## src/design/fpas_pkg.sv

```systemverilog
// shared types and constants for the format spec pointer argument scanner
// no dependencies; imported by every module of the block
package fpas_pkg;

    // width of the position counters and digit runs
    localparam int POS_W = 16;

    // configuration register indexes
    localparam logic [1:0] REG_INT_BYTES       = 2'd0;
    localparam logic [1:0] REG_SHORT_BYTES     = 2'd1;
    localparam logic [1:0] REG_LONG_BYTES      = 2'd2;
    localparam logic [1:0] REG_LONG_LONG_BYTES = 2'd3;

    // length modifier codes
    localparam logic [1:0] MOD_NONE      = 2'd0;
    localparam logic [1:0] MOD_SHORT     = 2'd1;
    localparam logic [1:0] MOD_LONG      = 2'd2;
    localparam logic [1:0] MOD_LONG_LONG = 2'd3;

    // result kinds
    localparam logic KIND_RECORD  = 1'b0;
    localparam logic KIND_SUMMARY = 1'b1;

    typedef struct packed {
        logic [3:0] int_bytes;
        logic [3:0] short_bytes;
        logic [3:0] long_bytes;
        logic [3:0] long_long_bytes;
    } cfg_t;

    typedef struct packed {
        logic        kind;
        logic [15:0] arg_position;
        logic [3:0]  elem_bytes;
        logic        mixed_warning;
        logic        malformed;
        logic        run_end;
    } result_t;

    // up to two results written into the queue in one cycle
    typedef struct packed {
        logic [1:0] cnt;
        result_t    res0;
        result_t    res1;
    } push_t;

endpackage

```

## src/design/format_spec_pointer_arg_scanner.sv

```systemverilog
// top level of the printf format string scanner reporting %n pointer targets
// depends on fpas_pkg, fpas_cfg, fpas_scan, fpas_outq
//
// channel   dir  width  contents
// s_axis    in   8+1    tdata ch, tlast last
// m_axis    out  24+1+1 tdata position/bytes/flags, tuser kind, tlast run_end
// apb       in   4 addr four 4-bit size registers at 0x0, 0x4, 0x8, 0xc
//
// one character per cycle while the queue has room; an item is held in the input
// register, where the whole phase chain for that character is resolved, then lands in
// the result queue. a character may give two results (record and summary); the queue
// drains one a cycle if m_tready is high; the input stalls while fewer than two queue
// entries are free. reset clears scanner state and restores the register defaults.
module format_spec_pointer_arg_scanner
    import fpas_pkg::*;
(
    input  logic        clk,
    input  logic        rst_n,
    input  logic        s_tvalid,
    output logic        s_tready,
    input  logic [7:0]  s_tdata,   // [7:0] ch
    input  logic        s_tlast,
    output logic        m_tvalid,
    input  logic        m_tready,
    output logic [23:0] m_tdata,   // [15:0] arg_position, [19:16] elem_bytes,
                                   // [20] mixed_warning, [21] malformed
    output logic        m_tuser,   // [0] kind
    output logic        m_tlast,
    input  logic        psel,
    input  logic        penable,
    input  logic        pwrite,
    input  logic [3:0]  paddr,
    input  logic [31:0] pwdata,
    output logic [31:0] prdata,
    output logic        pready
);

    cfg_t    cfg;
    push_t   push;
    logic    room;
    result_t res;

    fpas_cfg u_cfg (
        .clk     (clk),
        .rst_n   (rst_n),
        .psel    (psel),
        .penable (penable),
        .pwrite  (pwrite),
        .paddr   (paddr),
        .pwdata  (pwdata),
        .prdata  (prdata),
        .pready  (pready),
        .cfg     (cfg)
    );

    fpas_scan u_scan (
        .clk      (clk),
        .rst_n    (rst_n),
        .in_valid (s_tvalid),
        .in_ready (s_tready),
        .in_ch    (s_tdata),
        .in_last  (s_tlast),
        .cfg      (cfg),
        .room     (room),
        .push     (push)
    );

    fpas_outq u_outq (
        .clk       (clk),
        .rst_n     (rst_n),
        .push      (push),
        .room      (room),
        .out_valid (m_tvalid),
        .out_ready (m_tready),
        .out_res   (res)
    );

    assign m_tdata = {2'b00, res.malformed, res.mixed_warning, res.elem_bytes,
                      res.arg_position};
    assign m_tuser = res.kind;
    assign m_tlast = res.run_end;

endmodule

```

## src/design/fpas_cfg.sv

```systemverilog
// configuration registers behind the apb-style port
// depends on fpas_pkg
module fpas_cfg
    import fpas_pkg::*;
(
    input  logic        clk,
    input  logic        rst_n,
    input  logic        psel,
    input  logic        penable,
    input  logic        pwrite,
    input  logic [3:0]  paddr,
    input  logic [31:0] pwdata,
    output logic [31:0] prdata,
    output logic        pready,
    output cfg_t        cfg
);

    cfg_t       cfg_reg;
    cfg_t       cfg_next;
    logic [1:0] idx;
    logic [3:0] rd_val;

    assign idx    = paddr[3:2];
    assign pready = 1'b1;
    assign cfg    = cfg_reg;

    always_comb
    begin
        cfg_next = cfg_reg;
        if (psel && penable && pwrite)
        begin
            unique case (idx)
                REG_INT_BYTES:       cfg_next.int_bytes       = pwdata[3:0];
                REG_SHORT_BYTES:     cfg_next.short_bytes     = pwdata[3:0];
                REG_LONG_BYTES:      cfg_next.long_bytes      = pwdata[3:0];
                REG_LONG_LONG_BYTES: cfg_next.long_long_bytes = pwdata[3:0];
                default:             cfg_next = cfg_reg;
            endcase
        end
    end

    always_comb
    begin
        unique case (idx)
            REG_INT_BYTES:       rd_val = cfg_reg.int_bytes;
            REG_SHORT_BYTES:     rd_val = cfg_reg.short_bytes;
            REG_LONG_BYTES:      rd_val = cfg_reg.long_bytes;
            REG_LONG_LONG_BYTES: rd_val = cfg_reg.long_long_bytes;
            default:             rd_val = 4'd0;
        endcase
    end

    assign prdata = {28'd0, rd_val};

    always_ff @(posedge clk or negedge rst_n)
    begin
        if (!rst_n)
        begin
            cfg_reg.int_bytes       <= 4'd4;
            cfg_reg.short_bytes     <= 4'd2;
            cfg_reg.long_bytes      <= 4'd8;
            cfg_reg.long_long_bytes <= 4'd8;
        end
        else
        begin
            cfg_reg <= cfg_next;
        end
    end

endmodule

```

## src/design/fpas_scan.sv

```systemverilog
// input register and single-pass spec scanner; produces up to two results per item
// depends on fpas_pkg
module fpas_scan
    import fpas_pkg::*;
(
    input  logic       clk,
    input  logic       rst_n,
    input  logic       in_valid,
    output logic       in_ready,
    input  logic [7:0] in_ch,
    input  logic       in_last,
    input  cfg_t       cfg,
    input  logic       room,
    output push_t      push
);

    typedef enum logic [3:0] {
        PH_TEXT, PH_PCT, PH_POS_ZERO, PH_POS_RUN, PH_FLAG, PH_WIDTH, PH_WIDTH_DIG,
        PH_PREC, PH_DOT, PH_PREC_DIG, PH_STAR, PH_STAR_RUN, PH_MOD, PH_MOD2, PH_CONV
    } phase_t;

    typedef struct packed {
        phase_t     ph;
        logic       star;
        logic [1:0] md;
        logic       again;
        logic       tp;
        logic       pos_load;
        logic       seen_pos;
        logic       dload;
        logic       dadd;
        logic       emit;
    } step_t;

    // longest chain of re-examined phases for one character is six
    localparam int STEPS = 8;
    localparam logic [POS_W-1:0] POS_MAX = {POS_W{1'b1}};

    function automatic logic is_digit(logic [7:0] c);
        return (c >= 8'h30) && (c <= 8'h39);
    endfunction

    function automatic logic is_flag(logic [7:0] c);
        return (c == 8'h2D) || (c == 8'h2B) || (c == 8'h20) || (c == 8'h23) ||
               (c == 8'h30);
    endfunction

    function automatic step_t step_once(phase_t ph, logic star, logic [1:0] md,
                                        logic [7:0] c, logic dnz);
        step_t s;
        s          = '0;
        s.ph       = ph;
        s.star     = star;
        s.md       = md;
        unique case (ph)
            PH_TEXT:
            begin
                if (c == 8'h25) s.ph = PH_PCT;
            end
            PH_PCT:
            begin
                s.md = MOD_NONE;
                if (is_digit(c))
                begin
                    s.dload = 1'b1;
                    s.ph    = (c == 8'h30) ? PH_POS_ZERO : PH_POS_RUN;
                end
                else
                begin
                    s.tp    = 1'b1;
                    s.ph    = PH_FLAG;
                    s.again = 1'b1;
                end
            end
            PH_POS_ZERO, PH_POS_RUN:
            begin
                if (is_digit(c))
                begin
                    s.dadd = 1'b1;
                    s.ph   = PH_POS_RUN;
                end
                else if (c == 8'h24)
                begin
                    if (dnz)
                    begin
                        s.seen_pos = 1'b1;
                        s.pos_load = 1'b1;
                    end
                    else
                    begin
                        s.tp = 1'b1;
                    end
                    s.ph = PH_FLAG;
                end
                else
                begin
                    s.tp    = 1'b1;
                    s.ph    = (ph == PH_POS_ZERO) ? PH_WIDTH : PH_PREC;
                    s.again = 1'b1;
                end
            end
            PH_FLAG:
            begin
                s.ph    = PH_WIDTH;
                s.again = !is_flag(c);
            end
            PH_WIDTH:
            begin
                if (c == 8'h2A)
                begin
                    s.ph   = PH_STAR;
                    s.star = 1'b0;
                end
                else if (is_digit(c))
                begin
                    s.ph = PH_WIDTH_DIG;
                end
                else
                begin
                    s.ph    = PH_PREC;
                    s.again = 1'b1;
                end
            end
            PH_WIDTH_DIG:
            begin
                if (!is_digit(c))
                begin
                    s.ph    = PH_PREC;
                    s.again = 1'b1;
                end
            end
            PH_PREC:
            begin
                if (c == 8'h2E)
                begin
                    s.ph = PH_DOT;
                end
                else
                begin
                    s.ph    = PH_MOD;
                    s.again = 1'b1;
                end
            end
            PH_DOT:
            begin
                if (c == 8'h2A)
                begin
                    s.ph   = PH_STAR;
                    s.star = 1'b1;
                end
                else if (is_digit(c))
                begin
                    s.ph = PH_PREC_DIG;
                end
                else
                begin
                    s.ph    = PH_MOD;
                    s.again = 1'b1;
                end
            end
            PH_PREC_DIG:
            begin
                if (!is_digit(c))
                begin
                    s.ph    = PH_MOD;
                    s.again = 1'b1;
                end
            end
            PH_STAR:
            begin
                if (is_digit(c))
                begin
                    s.dload = 1'b1;
                    s.ph    = PH_STAR_RUN;
                end
                else
                begin
                    s.tp    = 1'b1;
                    s.ph    = star ? PH_MOD : PH_PREC;
                    s.again = 1'b1;
                end
            end
            PH_STAR_RUN:
            begin
                if (is_digit(c))
                begin
                    s.dadd = 1'b1;
                end
                else if (c == 8'h24)
                begin
                    if (dnz) s.seen_pos = 1'b1;
                    else     s.tp       = 1'b1;
                    s.ph = star ? PH_MOD : PH_PREC;
                end
                else
                begin
                    // run was a conversion; the ending character is text again
                    s.tp    = 1'b1;
                    s.ph    = PH_TEXT;
                    s.again = 1'b1;
                end
            end
            PH_MOD:
            begin
                if (c == 8'h68)
                begin
                    s.md = MOD_SHORT;
                    s.ph = PH_MOD2;
                end
                else if (c == 8'h6C)
                begin
                    s.md = MOD_LONG;
                    s.ph = PH_MOD2;
                end
                else if (c == 8'h4C)
                begin
                    s.md = MOD_LONG_LONG;
                    s.ph = PH_CONV;
                end
                else
                begin
                    s.ph    = PH_CONV;
                    s.again = 1'b1;
                end
            end
            PH_MOD2:
            begin
                if (md == MOD_SHORT && c == 8'h68)
                begin
                    s.md = MOD_NONE;
                    s.ph = PH_CONV;
                end
                else if (md == MOD_LONG && c == 8'h6C)
                begin
                    s.md = MOD_LONG_LONG;
                    s.ph = PH_CONV;
                end
                else
                begin
                    s.ph    = PH_CONV;
                    s.again = 1'b1;
                end
            end
            PH_CONV:
            begin
                s.emit = (c == 8'h6E);
                s.ph   = PH_TEXT;
            end
            default:
            begin
                s.ph = PH_TEXT;
            end
        endcase
        return s;
    endfunction

    function automatic logic [15:0] sat16(logic [POS_W-1:0] v);
        logic [POS_W+15:0] ext;
        ext = {16'd0, v};
        if (ext > {{POS_W{1'b0}}, 16'hFFFF})
            return 16'hFFFF;
        return ext[15:0];
    endfunction

    logic             in_valid_reg;
    logic [7:0]       ch_reg;
    logic             last_reg;
    phase_t           phase_reg, phase_next;
    logic             star_reg, star_next;
    logic [1:0]       mod_reg, mod_next;
    logic [POS_W-1:0] digit_reg, digit_next;
    logic [POS_W-1:0] pos_reg, pos_next;
    logic             seen_pos_reg, seen_pos_next;
    logic             seen_plain_reg, seen_plain_next;

    logic             advance;
    step_t            st;
    phase_t           cur_ph;
    logic             cur_star;
    logic [1:0]       cur_md;
    logic             active;
    logic             f_tp, f_pos_load, f_seen_pos, f_dload, f_dadd, f_emit;
    logic             tp_total;
    logic             bad;
    logic             sp_f, spl_f;
    logic [POS_W+3:0] dsum;
    logic [POS_W-1:0] pos_upd;
    logic [3:0]       elem;
    result_t          rec, summ;

    assign advance  = in_valid_reg && room;
    assign in_ready = !in_valid_reg || advance;

    // walk the chained phase transitions for the held character
    always_comb
    begin
        cur_ph     = phase_reg;
        cur_star   = star_reg;
        cur_md     = mod_reg;
        active     = 1'b1;
        f_tp       = 1'b0;
        f_pos_load = 1'b0;
        f_seen_pos = 1'b0;
        f_dload    = 1'b0;
        f_dadd     = 1'b0;
        f_emit     = 1'b0;
        st         = '0;
        for (int i = 0; i < STEPS; i++)
        begin
            if (active)
            begin
                st         = step_once(cur_ph, cur_star, cur_md, ch_reg, digit_reg != '0);
                cur_ph     = st.ph;
                cur_star   = st.star;
                cur_md     = st.md;
                f_tp       = f_tp | st.tp;
                f_pos_load = f_pos_load | st.pos_load;
                f_seen_pos = f_seen_pos | st.seen_pos;
                f_dload    = f_dload | st.dload;
                f_dadd     = f_dadd | st.dadd;
                f_emit     = f_emit | st.emit;
                active     = st.again;
            end
        end
    end

    always_comb
    begin
        // times ten as two shifts, plus the digit (low nibble of an ascii digit)
        dsum = ({4'd0, digit_reg} << 3) + ({4'd0, digit_reg} << 1) +
               {{POS_W{1'b0}}, ch_reg[3:0]};
        if (f_dload)
            digit_next = {{(POS_W-4){1'b0}}, ch_reg[3:0]};
        else if (f_dadd)
            digit_next = (dsum > {4'd0, POS_MAX}) ? POS_MAX : dsum[POS_W-1:0];
        else
            digit_next = digit_reg;

        // a string ending inside a star run closes it as a plain argument
        tp_total = f_tp || (last_reg && cur_ph == PH_STAR_RUN);
        pos_upd  = f_pos_load ? digit_reg : pos_reg;
        if (tp_total && pos_upd != POS_MAX)
            pos_upd = pos_upd + 1'b1;

        sp_f  = seen_pos_reg || f_seen_pos;
        spl_f = seen_plain_reg || tp_total;
        bad   = !(cur_ph == PH_TEXT || cur_ph == PH_STAR_RUN);

        case (cur_md)
            MOD_SHORT:     elem = cfg.short_bytes;
            MOD_LONG:      elem = cfg.long_bytes;
            MOD_LONG_LONG: elem = cfg.long_long_bytes;
            default:       elem = cfg.int_bytes;
        endcase

        rec.kind          = KIND_RECORD;
        rec.arg_position  = sat16(pos_upd);
        rec.elem_bytes    = elem;
        rec.mixed_warning = 1'b0;
        rec.malformed     = 1'b0;
        rec.run_end       = !last_reg;

        summ.kind          = KIND_SUMMARY;
        summ.arg_position  = 16'd0;
        summ.elem_bytes    = 4'd0;
        summ.mixed_warning = !bad && sp_f && spl_f;
        summ.malformed     = bad;
        summ.run_end       = 1'b1;

        push.res0 = f_emit ? rec : summ;
        push.res1 = summ;
        push.cnt  = advance ? ({1'b0, f_emit} + {1'b0, last_reg}) : 2'd0;

        if (last_reg)
        begin
            phase_next      = PH_TEXT;
            star_next       = 1'b0;
            mod_next        = MOD_NONE;
            pos_next        = '0;
            seen_pos_next   = 1'b0;
            seen_plain_next = 1'b0;
            digit_next      = '0;
        end
        else
        begin
            phase_next      = cur_ph;
            star_next       = cur_star;
            mod_next        = cur_md;
            pos_next        = pos_upd;
            seen_pos_next   = sp_f;
            seen_plain_next = spl_f;
        end
    end

    always_ff @(posedge clk or negedge rst_n)
    begin
        if (!rst_n)
        begin
            in_valid_reg   <= 1'b0;
            ch_reg         <= 8'd0;
            last_reg       <= 1'b0;
            phase_reg      <= PH_TEXT;
            star_reg       <= 1'b0;
            mod_reg        <= MOD_NONE;
            digit_reg      <= '0;
            pos_reg        <= '0;
            seen_pos_reg   <= 1'b0;
            seen_plain_reg <= 1'b0;
        end
        else
        begin
            if (in_ready)
            begin
                in_valid_reg <= in_valid;
                ch_reg       <= in_ch;
                last_reg     <= in_last;
            end
            if (advance)
            begin
                phase_reg      <= phase_next;
                star_reg       <= star_next;
                mod_reg        <= mod_next;
                digit_reg      <= digit_next;
                pos_reg        <= pos_next;
                seen_pos_reg   <= seen_pos_next;
                seen_plain_reg <= seen_plain_next;
            end
        end
    end

endmodule

```

## src/design/fpas_outq.sv

```systemverilog
// four-entry result queue: up to two in per cycle, one out per cycle when ready
// depends on fpas_pkg
module fpas_outq
    import fpas_pkg::*;
(
    input  logic    clk,
    input  logic    rst_n,
    input  push_t   push,
    output logic    room,
    output logic    out_valid,
    input  logic    out_ready,
    output result_t out_res
);

    localparam int DEPTH = 4;
    localparam int AW    = $clog2(DEPTH);

    result_t         mem_reg [DEPTH];
    logic [AW-1:0]   head_reg, tail_reg;
    logic [AW:0]     count_reg, count_next;
    logic            pop;
    logic [AW-1:0]   tail1;

    assign pop       = out_valid && out_ready;
    assign out_valid = count_reg != '0;
    assign out_res   = mem_reg[head_reg];
    // two free entries needed before the scanner may advance
    assign room      = count_reg <= (AW+1)'(DEPTH - 2);
    assign tail1     = tail_reg + 1'b1;

    always_comb
    begin
        count_next = count_reg + {{(AW-1){1'b0}}, push.cnt} - {{AW{1'b0}}, pop};
    end

    always_ff @(posedge clk)
    begin
        if (push.cnt != 2'd0)
            mem_reg[tail_reg] <= push.res0;
        if (push.cnt == 2'd2)
            mem_reg[tail1] <= push.res1;
    end

    always_ff @(posedge clk or negedge rst_n)
    begin
        if (!rst_n)
        begin
            head_reg  <= '0;
            tail_reg  <= '0;
            count_reg <= '0;
        end
        else
        begin
            count_reg <= count_next;
            tail_reg  <= tail_reg + push.cnt[AW-1:0];
            if (pop)
                head_reg <= head_reg + 1'b1;
        end
    end

endmodule

```

## config.mk

```make
export PLATFORM = sky130hd
export DESIGN_NAME = format_spec_pointer_arg_scanner
export DESIGN_NICKNAME = d
export VERILOG_FILES = /design/src/design/fpas_pkg.sv /design/src/design/format_spec_pointer_arg_scanner.sv /design/src/design/fpas_cfg.sv /design/src/design/fpas_scan.sv /design/src/design/fpas_outq.sv
export SDC_FILE = /design/constraint.sdc
export NUM_CORES = 1
export LEC_CHECK = 0
export ABC_AREA = 0
export BUFFER_PORTS_ARGS = -buffer_cell sky130_fd_sc_hd__buf_2
export CAP_MARGIN = 20
export CORE_ASPECT_RATIO = 0.8
export CORE_MARGIN = 5
export CORE_UTILIZATION = 45
export DETAILED_ROUTE_END_ITERATION = 10
export HOLD_SLACK_MARGIN = 0.06
export MAX_ROUTING_LAYER = met4
export PLACE_DENSITY_LB_ADDON = 0.2
export SYNTH_ARGS = -nofsm -noshare
export SYNTH_HDL_FRONTEND = slang
export SYNTH_SLANG_ARGS = --single-unit
```

## constraint.sdc

```tcl
create_clock -name clk -period 8.1 [get_ports clk]
set_input_delay 0.405 -clock clk [delete_from_list [all_inputs] [get_ports clk]]
set_output_delay 0.405 -clock clk [all_outputs]
set_load 0.05 [all_outputs]
```

==> summary.md <==
| Metric | Value |
|---|---|
| Arr. time, crit path | `7.59 ns` |
| Synth top area share | `16.3%` |
| Synth area leader | `dfxtp_1` |
| # port buffers | `51` |
| Max reg flops | `96` |
| Yosys warns | `0` |
| Async set-reset flop share out of synthesis | `43.5%` |
| Setup Buffers After CTS | `0` |
| Clock Tree Buf Depth | `2` |
| Final wirelength | `28800 µm` |
| 1st-pass router iterations | `5` |
| GPL Wtd Cong | `0.966` |
| Setup CP Type | `flip-flop to flip-flop` |
| GRT Total Usage | `21.8%` |
| Count of final setup violators | `0` |
| Syn avg cell area | `9.17 µm²` |
| Vias in the first global route | `8196` |
| Worst EP required | `8.44 ns` |
| Placed cell count | `1495` |
| Critical path capture point type | `flip-flop` |
| Row cnt | `50` |
| Filler Cell Count | `2194` |
| Rel. slew slack | `30.5%` |
| Clock root buffer | `clkbuf_16` |
| Area of the multi-input gates | `6420 µm²` |
| VDD IR-drop max | `0.000186 V` |
| Max-slew violations | `0` |
| Seq. cell area | `3860 µm²` |
| GRT overflow | `0` |
| Synthesis-to-finish area growth | `9.41%` |
| TNS Setup | `0 ns` |
| WHS Path Cells | `2` |
| Netlist Area Pre-Place | `10800 µm²` |
| Antenna viol nets, final | `0` |
| DP HPWL | `20800 µm` |
| N_diodes | `0` |
| Most common cell in the netlist | `nand2_1` |
| WHS | `0.162 ns` |
| Synth cell types | `104` |
| Post-synth EDFFs | `8` |
| Number of top-level pins | `113` |
| Post-CTS Hold Buffers | `0` |
| Residual DRC | `0` |
| CTS tree | `yes` |
| F_max | `0.138 GHz` |
| Die Ht | `149 µm` |
| Largest net degree at the start of global routing | `75` |
| Iteration-0 DRC Markers | `807` |
| Non-filler cells, final | `1529` |
| Die width | `183 µm` |
| Core area | `23500 µm²` |
| Power Density | `286 nW/µm²` |
| Fin nets | `1296` |
| Maxcap violations | `0` |
| Share of cells above drive strength 1 | `17.3%` |
| Vias | `9058` |
| Clock skew | `0.00892 ns` |
| Post-synth top flop | `dfxtp_1` |
| Pwr Total | `0.00339 W` |
| Status | `completed` |
| RSZ-0062 raised after global routing | `false` |
| Synth Instances | `1180` |
| Hold crit path type | `primary input to flip-flop` |
| Initial Util | `46.0%` |
| List of most frequent post-synthesis cells | `nand2_1 (142), o21ai_0 (98), dfxtp_1 (88)` |
| Worst reg2reg path depth | `19` |
| Global-route wire length before repair | `46300 µm` |
| Part of the Yosys area used for sequential elements | `35.7%` |
| LEAKAGE | `4.77 nW` |
| WL/cell | `18.8 µm` |
| Full die area | `27300 µm²` |
| CTS Buf Count | `17` |
| H-tree levels | `4` |
| Clk_lat worst skew | `0.45 ns` |
| Final Hold Viols | `0` |
| Post-synthesis sequential element count | `170` |
| Core Util, Final | `50.3%` |
| Initial antenna violation count | `0` |
| Startpoint Class | `flip-flop` |
| Max FO, Critical Path | `15` |
| Clock transition at path regs | `0.07 ns` |
| Slew @ Worst Pin | `1.04 ns` |
| Fin crit share | `89.5%` |
| Area contributors post-synth | `dfxtp_1 (16%), dfrtp_1 (16%), mux4_2 (5.8%)` |
| PostCTS Resize Cnt | `0` |
| Min Clock Period, post-route | `7.25 ns` |
| Clock sinks | `170` |
| Routed vias/inst | `5.92` |
-- power by group --
group          internal [W]  switching (W)  total (W)
clock network      0.000448       0.000372   0.000820
registers          0.000975       0.000199    0.00117
logic              0.000532       0.000859    0.00139
total               0.00195        0.00143    0.00339
-- critical path: stages, from the launching register on --
cell      delay, ns
dfrtp_1        0.64
nor4bb_1       0.35
o221ai_1       0.49
a221o_1        0.52
or4_1          0.62
or3_1          0.45
o211a_1        0.26
a21oi_2        0.32
buf_4          0.21
nand2_1        0.05
a21oi_1        0.23
a211oi_1       0.14
a311oi_4       0.47
a31o_4         0.29
a31oi_4        0.14
ha_1           0.45
o211ai_1       0.84
buf_4          0.35
inv_1          0.13
o32a_1         0.18
-- layer usage --
metal	global-route usage [%]	wire (µm)
met4	5.17	395
met2	29.2	12000
met1	33.1	14400
met3	4.91	1990
met5	-	0
-- final cells by class --
cell class,count,area share [%]
clock inverters,14,1.12
inverters,35,1.11
flip-flops and latches,170,32.6
clock buffers,18,3.81
repair buffers,73,3.76
well taps,312,3.30
multi-input cells,907,54.3
-- cells by family after synthesis --
| group | synth area share, % |
|---|---|
| XOR/XNOR | 2.43 |
| AO/OA/AOI/OAI | 22.0 |
| other | 0.0694 |
| buffers and inverters | 6.02 |
| AND/OR/NAND/NOR | 17.9 |
| flip-flops | 35.7 |
| multiplexers | 11.1 |
| adder cells (fa/ha/maj) | 4.84 |
-- final timing paths --
path | startpoint | to | slack (ns)
max reg2reg | u_scan.ch_reg[1] | u_outq.mem_reg[0][0] | 0.85
min | s_tvalid | u_scan.in_valid_reg | 0.16
min reg2reg | u_outq.mem_reg[0][20] | u_outq.mem_reg[0][20] | 0.45
max | u_scan.ch_reg[1] | u_outq.mem_reg[0][0] | 0.85
max in group asynchronous | rst_n | u_scan.digit_reg[6] | 7.08
min in group asynchronous | rst_n | u_scan.pos_reg[14] | 0.44
-- placed cells by master (no fill, tap or decap), types with 6 or more instances in the layout --
cell type	instances
o22ai_1	11
nor3_1	13
and3_1	6
a31oi_1	13
o31ai_1	9
a21oi_1	41
nand2_1	142
nand2b_1	19
or3_1	10
a211oi_1	13
inv_1	34
dfxtp_1	88
mux2_2	26
nor2_1	83
mux4_2	28
and2_1	15
ha_1	37
or2_2	7
dfrtp_1	70
buf_4	21
edfxtp_1	8
conb_1	31
a21o_1	12
o21ai_1	18
nand3_1	21
buf_2	50
a22o_1	36
mux2i_1	28
clkbuf_16	18
nor4_1	10
o21ai_0	98
xnor2_1	20
nand4_1	12
xor2_1	10
-- metrics by stage --
step | worst slack (ns) | instance area [µm²]
after floorplan | 1.57 | 10900
after global placement | 1.05 | 11200
after detailed placement | 0.980 | 11200
after CTS | 0.964 | 11800
after global routing | 0.430 | 11800
final | 0.851 | 11800
(Power assumes the default switching activity.)
